$ cat src/design/lacg_pkg.sv
// Shared types, constants and the sequencer microcode for the LPC access command generator.
package lacg_pkg;

    // Address space codes
    localparam logic [1:0] SPACE_IO  = 2'd0;
    localparam logic [1:0] SPACE_MEM = 2'd1;
    localparam logic [1:0] SPACE_FW  = 2'd2;
    localparam logic [1:0] SPACE_BAD = 2'd3;

    // Configuration register indexes
    localparam logic [1:0] CFG_IO_BASE   = 2'd0;
    localparam logic [1:0] CFG_MEM_BASE  = 2'd1;
    localparam logic [1:0] CFG_FW_BASE   = 2'd2;
    localparam logic [1:0] CFG_HREG_BASE = 2'd3;

    // Configuration reset values
    localparam logic [31:0] IO_BASE_RST   = 32'hD001_0000;
    localparam logic [31:0] MEM_BASE_RST  = 32'hE000_0000;
    localparam logic [31:0] FW_BASE_RST   = 32'hF000_0000;
    localparam logic [31:0] HREG_BASE_RST = 32'hC001_2000;

    // Space limits, host controller register offsets and read size values
    localparam logic [31:0] IO_SPACE_TOP   = 32'h0001_0000;
    localparam logic [31:0] MEM_SPACE_TOP  = 32'h1000_0000;
    localparam logic [31:0] HREG_SEGMENT   = 32'h0000_0024;
    localparam logic [31:0] HREG_READ_SIZE = 32'h0000_0028;
    localparam logic [31:0] RSZ_HALF       = 32'h0100_0000;
    localparam logic [31:0] RSZ_WORD       = 32'h0200_0000;

    // Control word fixed fields
    localparam logic [3:0] CTL_MAGIC    = 4'hD;
    localparam logic [2:0] CTL_ADDR_LEN = 3'd4;
    localparam logic [2:0] SIZE_WORD    = 3'd4;

    typedef enum logic [2:0] {
        KIND_ACCESS    = 3'd0,
        KIND_SET_SEG   = 3'd1,
        KIND_READ_SIZE = 3'd2,
        KIND_REJECT    = 3'd3,
        KIND_DONE      = 3'd4
    } kind_t;

    // Datapath operation selected by a control word
    typedef enum logic [2:0] {
        UOP_PRE   = 3'd0,
        UOP_RANGE = 3'd1,
        UOP_SEG   = 3'd2,
        UOP_RSZ   = 3'd3,
        UOP_ACC   = 3'd4
    } uop_t;

    localparam int unsigned STEP_W = 3;
    localparam logic [STEP_W-1:0] STEP_PRE   = STEP_W'(0);
    localparam logic [STEP_W-1:0] STEP_RANGE = STEP_W'(1);
    localparam logic [STEP_W-1:0] STEP_SEG   = STEP_W'(2);
    localparam logic [STEP_W-1:0] STEP_RSZ   = STEP_W'(3);
    localparam logic [STEP_W-1:0] STEP_ACC   = STEP_W'(4);

    typedef struct packed {
        uop_t              op;
        logic [STEP_W-1:0] next;
        logic [STEP_W-1:0] jump;
    } ucode_t;

    // Sequencer to datapath
    typedef struct packed {
        logic start;
        logic advance;
        uop_t op;
    } seq_ctl_t;

    // Datapath to sequencer
    typedef struct packed {
        logic slot_free;
        logic stop;
        logic loop;
    } dp_stat_t;

    // Microcode program: prechecks, range check, segment update, read size, access
    function automatic ucode_t ucode_rom(input logic [STEP_W-1:0] step);
        ucode_t w;
        unique case (step)
            STEP_PRE:   w = '{op: UOP_PRE,   next: STEP_RANGE, jump: STEP_PRE};
            STEP_RANGE: w = '{op: UOP_RANGE, next: STEP_SEG,   jump: STEP_PRE};
            STEP_SEG:   w = '{op: UOP_SEG,   next: STEP_RSZ,   jump: STEP_PRE};
            STEP_RSZ:   w = '{op: UOP_RSZ,   next: STEP_ACC,   jump: STEP_PRE};
            STEP_ACC:   w = '{op: UOP_ACC,   next: STEP_PRE,   jump: STEP_RANGE};
            default:    w = '{op: UOP_PRE,   next: STEP_PRE,   jump: STEP_PRE};
        endcase
        return w;
    endfunction

    // Bridge control word, msb-0 fields packed into 64 bits
    function automatic logic [63:0] make_ctl(input logic rd, input logic [2:0] sz,
                                             input logic [31:0] ba);
        return {CTL_MAGIC, 1'b0, sz, 7'b0, rd, 7'b0, CTL_ADDR_LEN, 6'b0, ba};
    endfunction

endpackage

$ cat src/design/lacg_ifs.sv
// Request and result channel interfaces.
interface lacg_req_if;
    logic        valid;
    logic        ready;
    logic        func;
    logic [1:0]  space;
    logic [31:0] address;
    logic [31:0] write_data;
    logic [2:0]  size;
    logic        split_enable;

    modport source (output valid, func, space, address, write_data, size, split_enable,
                    input ready);
    modport sink   (input valid, func, space, address, write_data, size, split_enable,
                    output ready);
endinterface

interface lacg_res_if;
    logic        valid;
    logic        ready;
    logic [2:0]  kind;
    logic        is_read;
    logic [31:0] bridge_address;
    logic [63:0] control_word;
    logic [63:0] data_word;
    logic [3:0]  segment_value;
    logic [4:0]  read_shift;
    logic        last;

    modport source (output valid, kind, is_read, bridge_address, control_word, data_word,
                    segment_value, read_shift, last, input ready);
    modport sink   (input valid, kind, is_read, bridge_address, control_word, data_word,
                    segment_value, read_shift, last, output ready);
endinterface

$ cat src/design/lpc_access_command_generator.sv
// Top level of the LPC access command generator.
// A request's first result is registered at the first microcode step that emits one.
// Throughput: one microcode step a cycle while the result register is free; a request runs
// a precheck step, then range, segment, read size and access steps for each access (one
// per byte when splitting); a new request is accepted only once the sequencer has stopped;
// a stalled result holds the sequencer. Reset clears config to defaults and both shadows to unknown.
module lpc_access_command_generator (
    input  logic        clk,
    input  logic        rst_n,
    lacg_req_if.sink    req,
    lacg_res_if.source  res,
    input  logic        cfg_we,
    input  logic [1:0]  cfg_index,
    input  logic [31:0] cfg_data
);
    import lacg_pkg::*;

    seq_ctl_t ctl;
    dp_stat_t stat;
    logic     seq_ready;

    assign req.ready = seq_ready;

    lacg_useq u_useq (
        .clk       (clk),
        .rst_n     (rst_n),
        .req_valid (req.valid),
        .req_ready (seq_ready),
        .stat      (stat),
        .ctl       (ctl)
    );

    lacg_dpath u_dpath (
        .clk       (clk),
        .rst_n     (rst_n),
        .req       (req),
        .res       (res),
        .cfg_we    (cfg_we),
        .cfg_index (cfg_index),
        .cfg_data  (cfg_data),
        .ctl       (ctl),
        .stat      (stat)
    );

endmodule

$ cat src/design/lacg_useq.sv
// Microcode sequencer: step counter, control store and conditional jumps.
module lacg_useq (
    input  logic                clk,
    input  logic                rst_n,
    input  logic                req_valid,
    output logic                req_ready,
    input  lacg_pkg::dp_stat_t  stat,
    output lacg_pkg::seq_ctl_t  ctl
);
    import lacg_pkg::*;

    logic              busy_reg, busy_next;
    logic [STEP_W-1:0] step_reg, step_next;
    ucode_t            uword;
    logic              accept;
    logic              advance;

    assign uword     = ucode_rom(step_reg);
    assign req_ready = !busy_reg;
    assign accept    = req_valid && !busy_reg;
    assign advance   = busy_reg && stat.slot_free;

    assign ctl.start   = accept;
    assign ctl.advance = advance;
    assign ctl.op      = uword.op;

    // Pick the next step: start at the precheck, stop, jump back for the next byte, or fall through
    always_comb
    begin
        busy_next = busy_reg;
        step_next = step_reg;
        if (accept)
        begin
            busy_next = 1'b1;
            step_next = STEP_PRE;
        end
        else if (advance)
        begin
            if (stat.stop)
            begin
                busy_next = 1'b0;
                step_next = STEP_PRE;
            end
            else if (stat.loop)
                step_next = uword.jump;
            else
                step_next = uword.next;
        end
    end

    always_ff @(posedge clk or negedge rst_n)
    begin
        if (!rst_n)
        begin
            busy_reg <= 1'b0;
            step_reg <= STEP_PRE;
        end
        else
        begin
            busy_reg <= busy_next;
            step_reg <= step_next;
        end
    end

    a_start_at_pre: assert property (@(posedge clk) disable iff (!rst_n)
        accept |=> busy_reg && step_reg == STEP_PRE)
        else $error("sequence did not start at the first step");

    a_step_in_program: assert property (@(posedge clk) disable iff (!rst_n)
        step_reg <= STEP_ACC)
        else $error("step counter left the program");

    a_idle_only_on_stop: assert property (@(posedge clk) disable iff (!rst_n)
        $fell(busy_reg) |-> $past(advance && stat.stop))
        else $error("sequencer went idle without a stop");

endmodule

$ cat src/design/lacg_dpath.sv
// Datapath: request and config registers, checks, shadows and the result register.
module lacg_dpath (
    input  logic               clk,
    input  logic               rst_n,
    lacg_req_if.sink           req,
    lacg_res_if.source         res,
    input  logic               cfg_we,
    input  logic [1:0]         cfg_index,
    input  logic [31:0]        cfg_data,
    input  lacg_pkg::seq_ctl_t ctl,
    output lacg_pkg::dp_stat_t stat
);
    import lacg_pkg::*;

    // Configuration
    logic [31:0] io_base_reg, mem_base_reg, fw_base_reg, hreg_base_reg;

    // Request
    logic        rd_reg;
    logic [1:0]  space_reg;
    logic [31:0] addr_reg;
    logic [31:0] wdata_reg;
    logic [2:0]  size_reg;
    logic        split_reg;
    logic [2:0]  count_reg;

    // Shadows
    logic [3:0] seg_shadow_reg;
    logic       seg_known_reg;
    logic [2:0] rsz_shadow_reg;
    logic       rsz_known_reg;

    // Result register
    logic        out_valid_reg;
    kind_t       kind_reg;
    logic        is_read_reg;
    logic [31:0] ba_reg;
    logic [63:0] cw_reg;
    logic [63:0] dw_reg;
    logic [3:0]  segv_reg;
    logic [4:0]  shift_reg;
    logic        last_reg;

    // Checks
    logic [2:0]  es;
    logic [32:0] top;
    logic [31:0] last_byte;
    logic [3:0]  seg;
    logic        range_bad;
    logic        bus_ok;
    logic        seg_miss;
    logic        rsz_miss;
    logic        is_fw;
    logic        more;
    logic [2:0]  count_m1;
    logic [31:0] win_base;
    logic [31:0] acc_addr;
    logic [31:0] hreg_addr;
    logic [31:0] rsz_value;

    // Result candidate
    logic        emit;
    logic        seg_upd;
    logic        rsz_upd;
    logic        seq_stop;
    logic        seq_loop;
    kind_t       r_kind;
    logic        r_is_read;
    logic [31:0] r_ba;
    logic [63:0] r_cw;
    logic [63:0] r_dw;
    logic [3:0]  r_segv;
    logic [4:0]  r_shift;
    logic        r_last;

    // Per-access size: one byte when splitting
    assign es        = split_reg ? 3'd1 : size_reg;
    assign top       = {1'b0, addr_reg} + {30'b0, es};
    assign last_byte = top[31:0] - 32'd1;
    assign seg       = addr_reg[31:28];
    assign is_fw     = space_reg == SPACE_FW;
    assign bus_ok    = es == 3'd1 || es == 3'd2 || es == 3'd4;
    assign seg_miss  = !(seg_known_reg && seg_shadow_reg == seg);
    assign rsz_miss  = rd_reg && !(rsz_known_reg && rsz_shadow_reg == es);
    assign more      = split_reg && count_reg > 3'd1;
    assign count_m1  = count_reg - 3'd1;

    // Range check per space
    always_comb
    begin
        range_bad = top[32];
        case (space_reg)
            SPACE_IO:  range_bad = range_bad || top[31:0] > IO_SPACE_TOP || es != 3'd1;
            SPACE_MEM: range_bad = range_bad || top[31:0] > MEM_SPACE_TOP || es != 3'd1;
            SPACE_FW:  range_bad = range_bad || last_byte[31:28] != seg;
            default:   range_bad = 1'b1;
        endcase
    end

    // Window base for the access
    always_comb
    begin
        case (space_reg)
            SPACE_IO:  win_base = io_base_reg;
            SPACE_MEM: win_base = mem_base_reg;
            default:   win_base = fw_base_reg;
        endcase
    end

    assign acc_addr  = win_base + addr_reg;
    assign hreg_addr = hreg_base_reg + ((ctl.op == UOP_SEG) ? HREG_SEGMENT : HREG_READ_SIZE);
    assign rsz_value = (es == 3'd1) ? 32'd0 : ((es == 3'd2) ? RSZ_HALF : RSZ_WORD);

    // Decode the current operation into a result and a sequencer decision
    always_comb
    begin
        emit      = 1'b0;
        seg_upd   = 1'b0;
        rsz_upd   = 1'b0;
        seq_stop  = 1'b0;
        seq_loop  = 1'b0;
        r_kind    = KIND_REJECT;
        r_is_read = 1'b0;
        r_ba      = '0;
        r_cw      = '0;
        r_dw      = '0;
        r_segv    = '0;
        r_shift   = '0;
        r_last    = 1'b1;
        unique case (ctl.op)
            UOP_PRE:
            begin
                if (split_reg && size_reg > 3'd4)
                begin
                    emit     = 1'b1;
                    seq_stop = 1'b1;
                end
                else if (split_reg && size_reg == 3'd0)
                begin
                    emit     = 1'b1;
                    seq_stop = 1'b1;
                    r_kind   = KIND_DONE;
                end
            end
            UOP_RANGE:
            begin
                if (range_bad)
                begin
                    emit     = 1'b1;
                    seq_stop = 1'b1;
                end
            end
            UOP_SEG:
            begin
                if (is_fw && seg_miss)
                begin
                    emit    = 1'b1;
                    seg_upd = 1'b1;
                    r_kind  = KIND_SET_SEG;
                    r_ba    = hreg_addr;
                    r_cw    = make_ctl(1'b0, SIZE_WORD, hreg_addr);
                    r_dw    = {28'b0, seg, 32'b0};
                    r_segv  = seg;
                    r_last  = 1'b0;
                end
            end
            UOP_RSZ:
            begin
                if (is_fw && rsz_miss)
                begin
                    emit = 1'b1;
                    if (!bus_ok)
                        seq_stop = 1'b1;
                    else
                    begin
                        rsz_upd = 1'b1;
                        r_kind  = KIND_READ_SIZE;
                        r_ba    = hreg_addr;
                        r_cw    = make_ctl(1'b0, SIZE_WORD, hreg_addr);
                        r_dw    = {rsz_value, 32'b0};
                        r_last  = 1'b0;
                    end
                end
            end
            UOP_ACC:
            begin
                emit = 1'b1;
                if (!bus_ok)
                    seq_stop = 1'b1;
                else
                begin
                    seq_loop  = more;
                    seq_stop  = !more;
                    r_kind    = KIND_ACCESS;
                    r_is_read = rd_reg;
                    r_ba      = acc_addr;
                    r_cw      = make_ctl(rd_reg, es, acc_addr);
                    r_last    = !more;
                    if (rd_reg && split_reg)
                        r_shift = {count_m1[1:0], 3'b000};
                    if (!rd_reg)
                    begin
                        case (es)
                            3'd1:    r_dw = {wdata_reg[7:0], 56'b0};
                            3'd2:    r_dw = {wdata_reg[15:0], 48'b0};
                            default: r_dw = {wdata_reg, 32'b0};
                        endcase
                    end
                end
            end
            default:
            begin
                seq_stop = 1'b1;
            end
        endcase
    end

    assign stat.slot_free = !out_valid_reg || res.ready;
    assign stat.stop      = seq_stop;
    assign stat.loop      = seq_loop;

    // Configuration writes
    always_ff @(posedge clk or negedge rst_n)
    begin
        if (!rst_n)
        begin
            io_base_reg   <= IO_BASE_RST;
            mem_base_reg  <= MEM_BASE_RST;
            fw_base_reg   <= FW_BASE_RST;
            hreg_base_reg <= HREG_BASE_RST;
        end
        else if (cfg_we)
        begin
            unique case (cfg_index)
                CFG_IO_BASE:   io_base_reg   <= cfg_data;
                CFG_MEM_BASE:  mem_base_reg  <= cfg_data;
                CFG_FW_BASE:   fw_base_reg   <= cfg_data;
                CFG_HREG_BASE: hreg_base_reg <= cfg_data;
                default:       io_base_reg   <= io_base_reg;
            endcase
        end
    end

    // Capture the request; advance address, data and byte count per split byte
    always_ff @(posedge clk)
    begin
        if (ctl.start)
        begin
            rd_reg    <= !req.func;
            space_reg <= req.space;
            addr_reg  <= req.address;
            wdata_reg <= req.write_data;
            size_reg  <= req.size;
            split_reg <= req.split_enable && req.space != SPACE_FW && req.size != 3'd1;
            count_reg <= req.size;
        end
        else if (ctl.advance && seq_loop)
        begin
            addr_reg  <= addr_reg + 32'd1;
            wdata_reg <= {8'b0, wdata_reg[31:8]};
            count_reg <= count_m1;
        end
    end

    // Shadows follow the emitted commands
    always_ff @(posedge clk or negedge rst_n)
    begin
        if (!rst_n)
        begin
            seg_shadow_reg <= 4'd0;
            seg_known_reg  <= 1'b0;
            rsz_shadow_reg <= 3'd0;
            rsz_known_reg  <= 1'b0;
        end
        else if (ctl.advance)
        begin
            if (seg_upd)
            begin
                seg_shadow_reg <= seg;
                seg_known_reg  <= 1'b1;
            end
            if (rsz_upd)
            begin
                rsz_shadow_reg <= es;
                rsz_known_reg  <= 1'b1;
            end
        end
    end

    // Result valid: load on emit, drop when taken
    always_ff @(posedge clk or negedge rst_n)
    begin
        if (!rst_n)
            out_valid_reg <= 1'b0;
        else if (ctl.advance && emit)
            out_valid_reg <= 1'b1;
        else if (res.ready)
            out_valid_reg <= 1'b0;
    end

    // Result payload
    always_ff @(posedge clk)
    begin
        if (ctl.advance && emit)
        begin
            kind_reg    <= r_kind;
            is_read_reg <= r_is_read;
            ba_reg      <= r_ba;
            cw_reg      <= r_cw;
            dw_reg      <= r_dw;
            segv_reg    <= r_segv;
            shift_reg   <= r_shift;
            last_reg    <= r_last;
        end
    end

    assign res.valid          = out_valid_reg;
    assign res.kind           = kind_reg;
    assign res.is_read        = is_read_reg;
    assign res.bridge_address = ba_reg;
    assign res.control_word   = cw_reg;
    assign res.data_word      = dw_reg;
    assign res.segment_value  = segv_reg;
    assign res.read_shift     = shift_reg;
    assign res.last           = last_reg;

    a_seg_shadow_on_cmd: assert property (@(posedge clk) disable iff (!rst_n)
        !$stable(seg_shadow_reg) |-> out_valid_reg && kind_reg == KIND_SET_SEG)
        else $error("segment shadow changed without a set segment command");

    a_terminal_is_last: assert property (@(posedge clk) disable iff (!rst_n)
        out_valid_reg && (kind_reg == KIND_REJECT || kind_reg == KIND_DONE) |-> last_reg)
        else $error("reject or done result not marked last");

    a_no_overwrite: assert property (@(posedge clk) disable iff (!rst_n)
        ctl.advance && emit |-> !out_valid_reg || res.ready)
        else $error("result register overwritten while full");

endmodule
$ cat src/flat_wrapper.sv
// flat-port wrapper written by rule: the top's interface ports become plain ports
module lpc_access_command_generator_flat import lacg_pkg::*;
  (clk, rst_n, cfg_we, cfg_index, cfg_data, req_valid, req_func, req_space, req_address, req_write_data, req_size, req_split_enable, req_ready, res_valid, res_kind, res_is_read, res_bridge_address, res_control_word, res_data_word, res_segment_value, res_read_shift, res_last, res_ready);
  lacg_req_if req_i ();
  lacg_res_if res_i ();
  input  logic clk;
  input  logic rst_n;
  input  logic cfg_we;
  input  logic [1:0] cfg_index;
  input  logic [31:0] cfg_data;
  input wire logic [$bits(req_i.valid)-1:0] req_valid;
  input wire logic [$bits(req_i.func)-1:0] req_func;
  input wire logic [$bits(req_i.space)-1:0] req_space;
  input wire logic [$bits(req_i.address)-1:0] req_address;
  input wire logic [$bits(req_i.write_data)-1:0] req_write_data;
  input wire logic [$bits(req_i.size)-1:0] req_size;
  input wire logic [$bits(req_i.split_enable)-1:0] req_split_enable;
  output wire logic [$bits(req_i.ready)-1:0] req_ready;
  output wire logic [$bits(res_i.valid)-1:0] res_valid;
  output wire logic [$bits(res_i.kind)-1:0] res_kind;
  output wire logic [$bits(res_i.is_read)-1:0] res_is_read;
  output wire logic [$bits(res_i.bridge_address)-1:0] res_bridge_address;
  output wire logic [$bits(res_i.control_word)-1:0] res_control_word;
  output wire logic [$bits(res_i.data_word)-1:0] res_data_word;
  output wire logic [$bits(res_i.segment_value)-1:0] res_segment_value;
  output wire logic [$bits(res_i.read_shift)-1:0] res_read_shift;
  output wire logic [$bits(res_i.last)-1:0] res_last;
  input wire logic [$bits(res_i.ready)-1:0] res_ready;
  assign req_i.valid = req_valid;
  assign req_i.func = req_func;
  assign req_i.space = req_space;
  assign req_i.address = req_address;
  assign req_i.write_data = req_write_data;
  assign req_i.size = req_size;
  assign req_i.split_enable = req_split_enable;
  assign req_ready = req_i.ready;
  assign res_valid = res_i.valid;
  assign res_kind = res_i.kind;
  assign res_is_read = res_i.is_read;
  assign res_bridge_address = res_i.bridge_address;
  assign res_control_word = res_i.control_word;
  assign res_data_word = res_i.data_word;
  assign res_segment_value = res_i.segment_value;
  assign res_read_shift = res_i.read_shift;
  assign res_last = res_i.last;
  assign res_i.ready = res_ready;
  lpc_access_command_generator u_core (.clk(clk), .rst_n(rst_n), .req(req_i), .res(res_i), .cfg_we(cfg_we), .cfg_index(cfg_index), .cfg_data(cfg_data));
endmodule
$ cat config.mk
export PLATFORM = sky130hd
export DESIGN_NAME = lpc_access_command_generator_flat
export DESIGN_NICKNAME = d
export VERILOG_FILES = /design/src/design/lacg_pkg.sv /design/src/design/lacg_ifs.sv /design/src/design/lpc_access_command_generator.sv /design/src/design/lacg_useq.sv /design/src/design/lacg_dpath.sv /design/src/flat_wrapper.sv
export SDC_FILE = /design/constraint.sdc
export NUM_CORES = 1
export LEC_CHECK = 0
export ABC_AREA = 1
export BUFFER_PORTS_ARGS = -buffer_cell sky130_fd_sc_hd__buf_2
export CORE_UTILIZATION = 40
export CTS_BUF_LIST = sky130_fd_sc_hd__clkbuf_8
export DETAILED_ROUTE_END_ITERATION = 7
export GPL_TIMING_DRIVEN = 1
export PLACE_DENSITY = 0.65
export SETUP_SLACK_MARGIN = 0.5
export SLEW_MARGIN = 20
export SYNTH_ARGS = -nofsm -noshare
export SYNTH_HDL_FRONTEND = slang
export SYNTH_SLANG_ARGS = --single-unit
$ cat constraint.sdc
create_clock -name clk -period 13.7 [get_ports clk]
set_input_delay 1.37 -clock clk [delete_from_list [all_inputs] [get_ports clk]]
set_output_delay 1.37 -clock clk [all_outputs]
set_load 0.05 [all_outputs]
==> results of run 1 <==
[layout by cell type (no fill, tap or decap), types with 14 or more instances in the layout]
master	instances
buf_4	15
buf_2	225
a31oi_1	14
nand4_1	30
conb_1	59
dfstp_2	15
o21ai_0	244
edfxtp_1	154
dfrtp_1	127
nand3_1	74
nor2_1	219
xor2_1	45
nor3_1	27
inv_1	252
a21oi_1	81
nand2_1	524
o22ai_1	43
clkbuf_8	58
ha_1	39
[layout make-up]
class / instances / area [µm²]
multi-input cells: 1510 / 7440
clock inverters: 42 / 269
repair buffers: 241 / 1250
well taps: 577 / 722
flip-flops and latches: 296 / 8200
inverters: 245 / 921
fillers: 4248 / 22700
clock buffers: 58 / 798
[report_power, final]
part	leakage (nW)	internal [W]	switching [W]
clock	0.606	0.000448	0.000380
sequential	3.19	0.00122	0.000155
combinational	5.26	0.000366	0.00118
total	9.05	0.00203	0.00172
[per-layer routing]
metal / up-vias / track usage
li1: 7386 / -
met1: 7093 / 0.325
met2: 542 / 0.375
met3: 82 / 0.0373
met4: 2 / 0.0775
met5: - / 0
[cell usage after synthesis (4+ instances only)]
library cell,instances
nor2_2,13
o21ai_0,245
clkbuf_1,48
nand3_2,4
or2_2,6
nand2_2,11
buf_2,6
xnor2_1,4
o22ai_1,43
inv_1,235
nor3_1,27
nand2_1,524
nand3_1,78
o21bai_1,7
xor2_1,45
nor2_1,219
o21ai_1,9
ha_1,39
nor4_1,8
inv_2,7
buf_4,96
dfstp_2,15
o21a_1,4
dfrtp_1,127
edfxtp_1,154
a21oi_1,81
a31oi_1,14
nand4_1,30
[worst min-delay path: stages, from the launching register on]
cell	delay [ns]
dfrtp_1	0.32
inv_1	0.05
nand2_1	0.05
[metrics by stage]
stage,hold WS (ns),instance area (µm²),total power [W],instances
2_1_floorplan,0.422,17500,0.00257,2206
3_3_place_gp,0.441,18500,0.00292,2869
3_5_place_dp,0.447,18500,0.00293,2869
4_1_cts,0.462,19600,0.00377,2969
5_1_grt,0.499,19600,0.00397,2969
6_report,0.460,19600,0.00375,2969
[path summary, 6_finish.rpt]
kind	from	to	slack (ns)	cells past startpoint
worst min register to register	u_core.u_dpath.rsz_known_reg$_DFFE_PN0P_	u_core.u_dpath.rsz_known_reg$_DFFE_PN0P_	0.46	2
worst max register to register	u_core.u_dpath.split_reg$_DFFE_PP_	u_core.u_dpath.res.bridge_address[2]$_DFFE_PP_	9.30	23
max in group asynchronous	rst_n	u_core.u_useq.step_reg[1]$_DFFE_PN0P_	11.49	2
worst max-delay path	u_core.u_dpath.split_reg$_DFFE_PP_	u_core.u_dpath.res.bridge_address[2]$_DFFE_PP_	9.30	23
min in group asynchronous	rst_n	u_core.u_dpath.mem_base_reg[28]$_DFFE_PN0P_	0.73	1
worst min-delay path	u_core.u_dpath.rsz_known_reg$_DFFE_PN0P_	u_core.u_dpath.rsz_known_reg$_DFFE_PN0P_	0.46	2
[cell families (layout without fill, tap and decap cells)]
| family | Yosys count | in the layout | synth area share |
|---|---|---|---|
| and+or+nand+nor | 935 | 935 | 0.227 |
| AOI/OAI and AO/OA | 426 | 426 | 0.134 |
| buffers and inverters | 400 | 586 | 0.109 |
| DFF | 296 | 296 | 0.474 |
| xor gates and xnor gates | 49 | 49 | 0.0248 |
| adders and majority gates | 41 | 41 | 0.0306 |
| other | 1 | 59 | 0.000217 |
==> results.py, run 1 <==
metrics = {
    "grt": {
        "via_count_of_the_first_global_routing_pass": 14200,
        "initial_antenna_violation_count": 1,
        "grtUsageTotal": 0.235,
        "grt_start_max_net_pins": 74,
        "grt_overflow_total": 0,
        "grt_pass1_wl_um": 79700,
    },
    "synth": {
        "ys_seq_area_frac": 0.474,
        "netlist_instances": 2148,
        "synth_edf_count": 154,
        "synthesis.yosys.warnings": 0,
        "asyncSetResetFlopFracSynth": 0.480,
        "synth.cell_area_mm2": 0.0173,
        "synth_largest_area_cell": "edfxtp_1",
        "yosys-top-cells-area": "edfxtp_1 27%, dfrtp_1 18%, nand2_1 11%, o21ai_0 7.1%, inv_1 5.1%",
        "synth.ff_latch_count": 296,
        "synth.lib_cells_used.distinct": 55,
        "yosys_most_used_dff": "edfxtp_1",
        "avgSynthCellArea_um2": 8.05,
        "synthDominantCellAreaShare": 0.268,
    },
    "drt": {
        "avgViaCountPerCell": 5.09,
        "wl_met3_um": 3320,
        "remaining_number_of_nets_flagged_by_the_antenna_check_after_routing": 0,
        "drc_violation_count_after_routing": 0,
        "met1Wirelength_um": 23400,
        "drt-total-wl_um": 51900,
        "detailedRoute.firstIterationViolations": 1436,
        "via_count": 15100,
        "route.detailed.wl_per_inst_um": 17.5,
        "top_layer_used": "met5",
        "detailroute.wirelength.met2_um": 23900,
        "drt-pass1-iter-count": 6,
    },
    "clocking": {
        "cts.sink_count": 296,
        "buffers_from_clock_root_to_sink_at_most": 3,
        "worstSkewPairLatency_ns": 0.64,
        "clock_root_buffer": "clkbuf_8",
        "post-cts-setup-buffer-count": 0,
        "cts-hold-fix-buffers": 0,
        "cts_htree_levels": 2,
        "tritoncts": "built",
        "tritoncts_buffer_count": 53,
        "post_cts.resized_instances": 0,
        "clk_pin_slew_worst_paths_ns": 0.06,
    },
    "pwr": {
        "power.static_leakage_nw": 9.05,
        "pwr_density_cell_mw_per_mm2": 191,
        "max-vdd-ir-drop_mv": 0.0965,
    },
    "worst_setup_path": {
        "cp_top_family": "simple AND/OR/NAND/NOR gates",
        "crit_path_max_fanout": 66,
        "cp_endpoint_kind": "flop",
        "timing.critical_path.mode_cell": "nand2_1",
        "required_ns": 13.94,
        "cp_data_arrival_time_ns": 4.64,
        "cpPeakStageDelay_ns": 0.75,
        "cp_num_buf_inv": 4,
        "startpoint_type": "flop",
        "path_cells": "inv_2 > nand2_1 > inv_1 > ha_1 > nand2_1 > nor2_1 > nand3_1 > nand2_2 > nand3_2 > nand2_1 > nand2_1 > nor2_1 > nand3_1 > nor2_1 > nand2_1 > a21oi_1 > nand2_1 > nand3_1 > nand3_2 > nand2_1 > nand2_1 > clkinv_2 > buf_4",
        "crit_type": "flop to flop",
        "timing.critical_path.slowest_stage_cell": "buf_4",
    },
    "timing": {
        "timing.final.ws_setup_ns": 9.30,
        "timing.clock.skew_ns": 0.0331,
        "final-setup-viol-count": 0,
        "final_count_of_pins_violating_max_slew": 0,
        "report.final.hold_viol_count": 0,
        "maxSlewHeadroom": 0.351,
        "setup_total_neg_slack_ns": 0,
        "rsz0062_at_grt": "no",
        "tightestPinTransition_ns": 0.973,
        "final.period_utilization": 0.321,
        "finalWorstPathRequiredPeriod_ns": 4.40,
        "clock.fmax_ghz": 0.227,
    },
    "placement": {
        "routabilityCongestion": 0.960,
        "placement.io_buffers": 226,
        "dpl_worst_slack_ns": 9.37,
        "place_hpwl_um": 38500,
    },
    "final_layout": {
        "fin_nets": 2498,
        "final_util": 0.463,
        "antenna_cells": 0,
        "flow.area_growth_from_synthesis_pct": 13.4,
        "post_route_cells_drive_above_1_share": 0.162,
    },
    "die": {
        "floorplan.die.height_um": 210,
        "area_of_the_core_mm2": 0.0423,
        "floorplan.die_area_mm2": 0.0440,
        "io_pins": 286,
        "dieWidth_um": 210,
        "core.rowCount": 75,
        "floorplan.initialDensity": 0.408,
    },
    "hold_path": {
        "holdCritPathClass": "flop to flop",
    },
    "status": {
        "run_status": "complete, no violations",
    },
    "run": {
        "maxCapViolCount": 0,
    },
}
(Power assumes the default switching activity.)
==> run 2, diff against run 1 <==
--- a/config.mk
+++ b/config.mk
@@ -5,13 +5,13 @@
 export SDC_FILE = /design/constraint.sdc
 export NUM_CORES = 1
 export LEC_CHECK = 0
-export ABC_AREA = 1
+export ABC_AREA = 0
 export BUFFER_PORTS_ARGS = -buffer_cell sky130_fd_sc_hd__buf_2
 export CORE_UTILIZATION = 40
 export CTS_BUF_LIST = sky130_fd_sc_hd__clkbuf_8
 export DETAILED_ROUTE_END_ITERATION = 7
 export GPL_TIMING_DRIVEN = 1
-export PLACE_DENSITY = 0.65
+export PLACE_DENSITY = 0.67
 export SETUP_SLACK_MARGIN = 0.5
 export SLEW_MARGIN = 20
 export SYNTH_ARGS = -nofsm -noshare
==> constraint.sdc (replaced) <==
create_clock -name clk -period 3.75 [get_ports clk]
set_input_delay 0.375 -clock clk [delete_from_list [all_inputs] [get_ports clk]]
set_output_delay 0.375 -clock clk [all_outputs]
set_load 0.05 [all_outputs]
==> results.py, run 2 <==
metrics = {
    "clocking": {
        "clk_pin_slew_worst_paths_ns": 0.06,
        "tritoncts": "built",
        "buffers_from_clock_root_to_sink_at_most": 3,
        "worstSkewPairLatency_ns": 0.62,
        "clock_root_buffer": "clkbuf_8",
        "cts.sink_count": 296,
        "cts_htree_levels": 2,
        "tritoncts_buffer_count": 51,
    },
    "grt": {
        "grtUsageTotal": 0.210,
        "initial_antenna_violation_count": 2,
        "grt_overflow_total": 0,
        "grt_start_max_net_pins": 86,
        "grt_pass1_wl_um": 68200,
        "via_count_of_the_first_global_routing_pass": 12400,
    },
    "drt": {
        "route.detailed.wl_per_inst_um": 18.5,
        "drt-pass1-iter-count": 7,
        "drt-total-wl_um": 44400,
        "avgViaCountPerCell": 5.21,
        "drc_violation_count_after_routing": 0,
        "detailedRoute.firstIterationViolations": 714,
        "remaining_number_of_nets_flagged_by_the_antenna_check_after_routing": 0,
        "via_count": 12500,
    },
    "timing": {
        "finalWorstPathRequiredPeriod_ns": 3.95,
        "timing.final.ws_setup_ns": -0.202,
        "rsz0062_at_grt": "yes",
        "final-setup-viol-count": 80,
        "clock.fmax_ghz": 0.253,
        "timing.clock.skew_ns": 0.0190,
        "maxSlewHeadroom": 0.479,
        "final_count_of_pins_violating_max_slew": 0,
        "report.final.hold_viol_count": 0,
        "tightestPinTransition_ns": 0.780,
        "final.period_utilization": 1.05,
    },
    "die": {
        "dieWidth_um": 205,
        "floorplan.initialDensity": 0.405,
        "core.rowCount": 74,
        "area_of_the_core_mm2": 0.0408,
        "io_pins": 286,
        "floorplan.die_area_mm2": 0.0422,
        "floorplan.die.height_um": 205,
    },
    "synth": {
        "synth_mux_area_frac": 0.129,
        "synth.cell_area_mm2": 0.0165,
        "synth.ff_latch_count": 296,
        "synthesis.yosys.warnings": 0,
        "synth_compound_area_frac": 0.104,
        "top_cells_by_instance_count_after_synthesis": "158 x mux2_2, 154 x edfxtp_1, 130 x nand2_1, 127 x dfrtp_1, 101 x o21ai_0",
        "netlist_instances": 1490,
        "synth_largest_area_cell": "edfxtp_1",
        "asyncSetResetFlopFracSynth": 0.480,
        "post_synth_xor_area_fraction": 0.0556,
        "yosys-top-cells-area": "edfxtp_1 28%, dfrtp_1 19%, mux2_2 11%, buf_4 4.3%, o21ai_0 3.1%",
        "ys_seq_area_frac": 0.495,
        "avgSynthCellArea_um2": 11.1,
        "synth.lib_cells_used.distinct": 77,
        "synth_simple_gate_area_share": 0.117,
        "synth_edf_count": 154,
        "largest_family_of_logic_cells_by_synthesized_area": "multiplexers",
        "adder_cell_area_share_of_the_yosys_netlist": 0.0319,
        "synthMostInstantiatedCell": "mux2_2",
        "yosys_most_used_dff": "edfxtp_1",
        "synthDominantCellAreaShare": 0.279,
    },
    "placement": {
        "place_hpwl_um": 31300,
        "dpl_worst_slack_ns": -0.256,
        "placement.io_buffers": 226,
        "numPlacedInstances": 2233,
        "routabilityCongestion": 0.922,
    },
    "status": {
        "run_status": "finished, violations left",
        "failed_checks": "setup timing",
    },
    "worst_setup_path": {
        "required_ns": 4.07,
        "cp_data_arrival_time_ns": 4.27,
        "r2r_slack_ns": -0.20,
        "crit_path_max_fanout": 12,
        "critical_path.reg2reg.startpoint": "u_core.u_dpath.split_reg$_DFFE_PP_",
        "startpoint_type": "flop",
        "cp_endpoint_kind": "flop",
        "timing.critical_path.from": "u_core.u_dpath.split_reg$_DFFE_PP_",
        "crit_type": "flop to flop",
    },
    "run": {
        "maxCapViolCount": 0,
    },
    "pwr": {
        "pwr_density_cell_mw_per_mm2": 750,
        "totalPowerFinal_w": 0.0154,
        "power.static_leakage_nw": 8.64,
        "max-vdd-ir-drop_mv": 0.506,
    },
    "final_layout": {
        "flow.area_growth_from_synthesis_pct": 24.2,
        "post_route_cells_drive_above_1_share": 0.377,
        "fin_nets": 1975,
        "layout.cells.most_common_list": "225 x buf_2, 158 x mux2_2, 154 x edfxtp_1, 127 x nand2_1, 127 x dfrtp_1",
        "layout_commonest_cell": "buf_2",
        "layout.cells.non_filler": 2396,
    },
    "hold_path": {
        "holdCritPathClass": "primary input to flop",
        "timing.hold.worst.start": "cfg_data[19]",
    },
}
run 2: cell types whose count changed after synthesis, sizes merged, moves of 18 or more:
cell / change
nor2: -159
and2: +31
mux2: +158
mux2i: +35
inv: -216
nand3: -51
o21ai: -155
xnor2: +50
nand2: -406
a21o: +27
a21oi: -47
o22ai: -18
run 2: area by class of cell:
cell class	instances	area, µm²
Timing Repair Buffer	391	2670
Fill cell	3687	20300
Clock inverter	29	129
Clock buffer	63	867
Antenna cell	1	2.50
Tap cell	532	666
Multi-Input combinational cell	1058	7920
Sequential cell	296	8200
Inverter	26	97.6
run 2: worst paths after layout:
| check | endpoint | cells past startpoint |
|---|---|---|
| max in group asynchronous | u_core.u_dpath.io_base_reg[30]$_DFFE_PN1P_ | 3 |
| min in group asynchronous | u_core.u_dpath.io_base_reg[13]$_DFFE_PN0P_ | 2 |
| worst max register to register | u_core.u_dpath.res.bridge_address[0]$_DFFE_PP_ | 15 |
| worst min-delay path | u_core.u_dpath.mem_base_reg[19]$_DFFE_PN0P_ | 2 |
| worst max-delay path | u_core.u_dpath.res.bridge_address[0]$_DFFE_PP_ | 15 |
| worst min register to register | u_core.u_dpath.rsz_known_reg$_DFFE_PN0P_ | 1 |
run 2: logic make-up (layout without fill, tap and decap cells):
family,Yosys count,after routing
buffers and inverters,194,509
muxes,193,193
AOI/OAI and AO/OA,271,271
DFF,296,296
adders and majority gates,41,41
and+or+nand+nor,389,389
xor gates and xnor gates,105,105
other,1,60
run 2: repair_timing:
action,CTS,global route
setup endpoints to repair,102,105
endpoints found under the hold margin,104,0
pin swaps,50,39
buffers inserted,31,10
resized for setup,70,52
hold buffers,25,0
cloned,3,1
run 2: power by group:
group / leakage, nW / switching (W) / internal (W)
Clock: 0.572 / 0.00134 / 0.00152
Sequential: 3.11 / 0.000601 / 0.00462
Combinational: 4.96 / 0.00470 / 0.00264
Total: 8.64 / 0.00664 / 0.00877
run 2: worst max-delay path, stage by stage (launching register included):
cell	delay [ns]
edfxtp_1	0.50
buf_6	0.17
nor2b_4	0.12
ha_4	0.18
nand4b_4	0.14
a211oi_4	0.37
and3_1	0.21
o22ai_1	0.08
or4b_1	0.49
nor4_2	0.20
and3_1	0.24
mux2i_1	0.22
nand3_2	0.12
a31oi_4	0.23
buf_6	0.20
buf_12	0.16
run 2: routing by layer:
layer  global-route usage  wire (µm)  vias up
met5                    0         13        -
met4               0.0693       1140        2
met3               0.0385       2360       77
met2                0.350      21500      383
met1                0.275      19400     6085
li1                     -          -     5936
run 2: per-stage QoR:
stage,hold slack [ns],util,setup TNS (ns),instance area (µm²)
floorplan,0.0794,-,-82.01,16900
global placement,0.375,0.451,-10.14,18400
detailed placement,0.381,0.451,-18.71,18400
CTS,0.00176,0.496,-11.07,20200
global route,0.00758,0.503,-30.91,20500
finish,0.0393,0.503,-14.44,20500
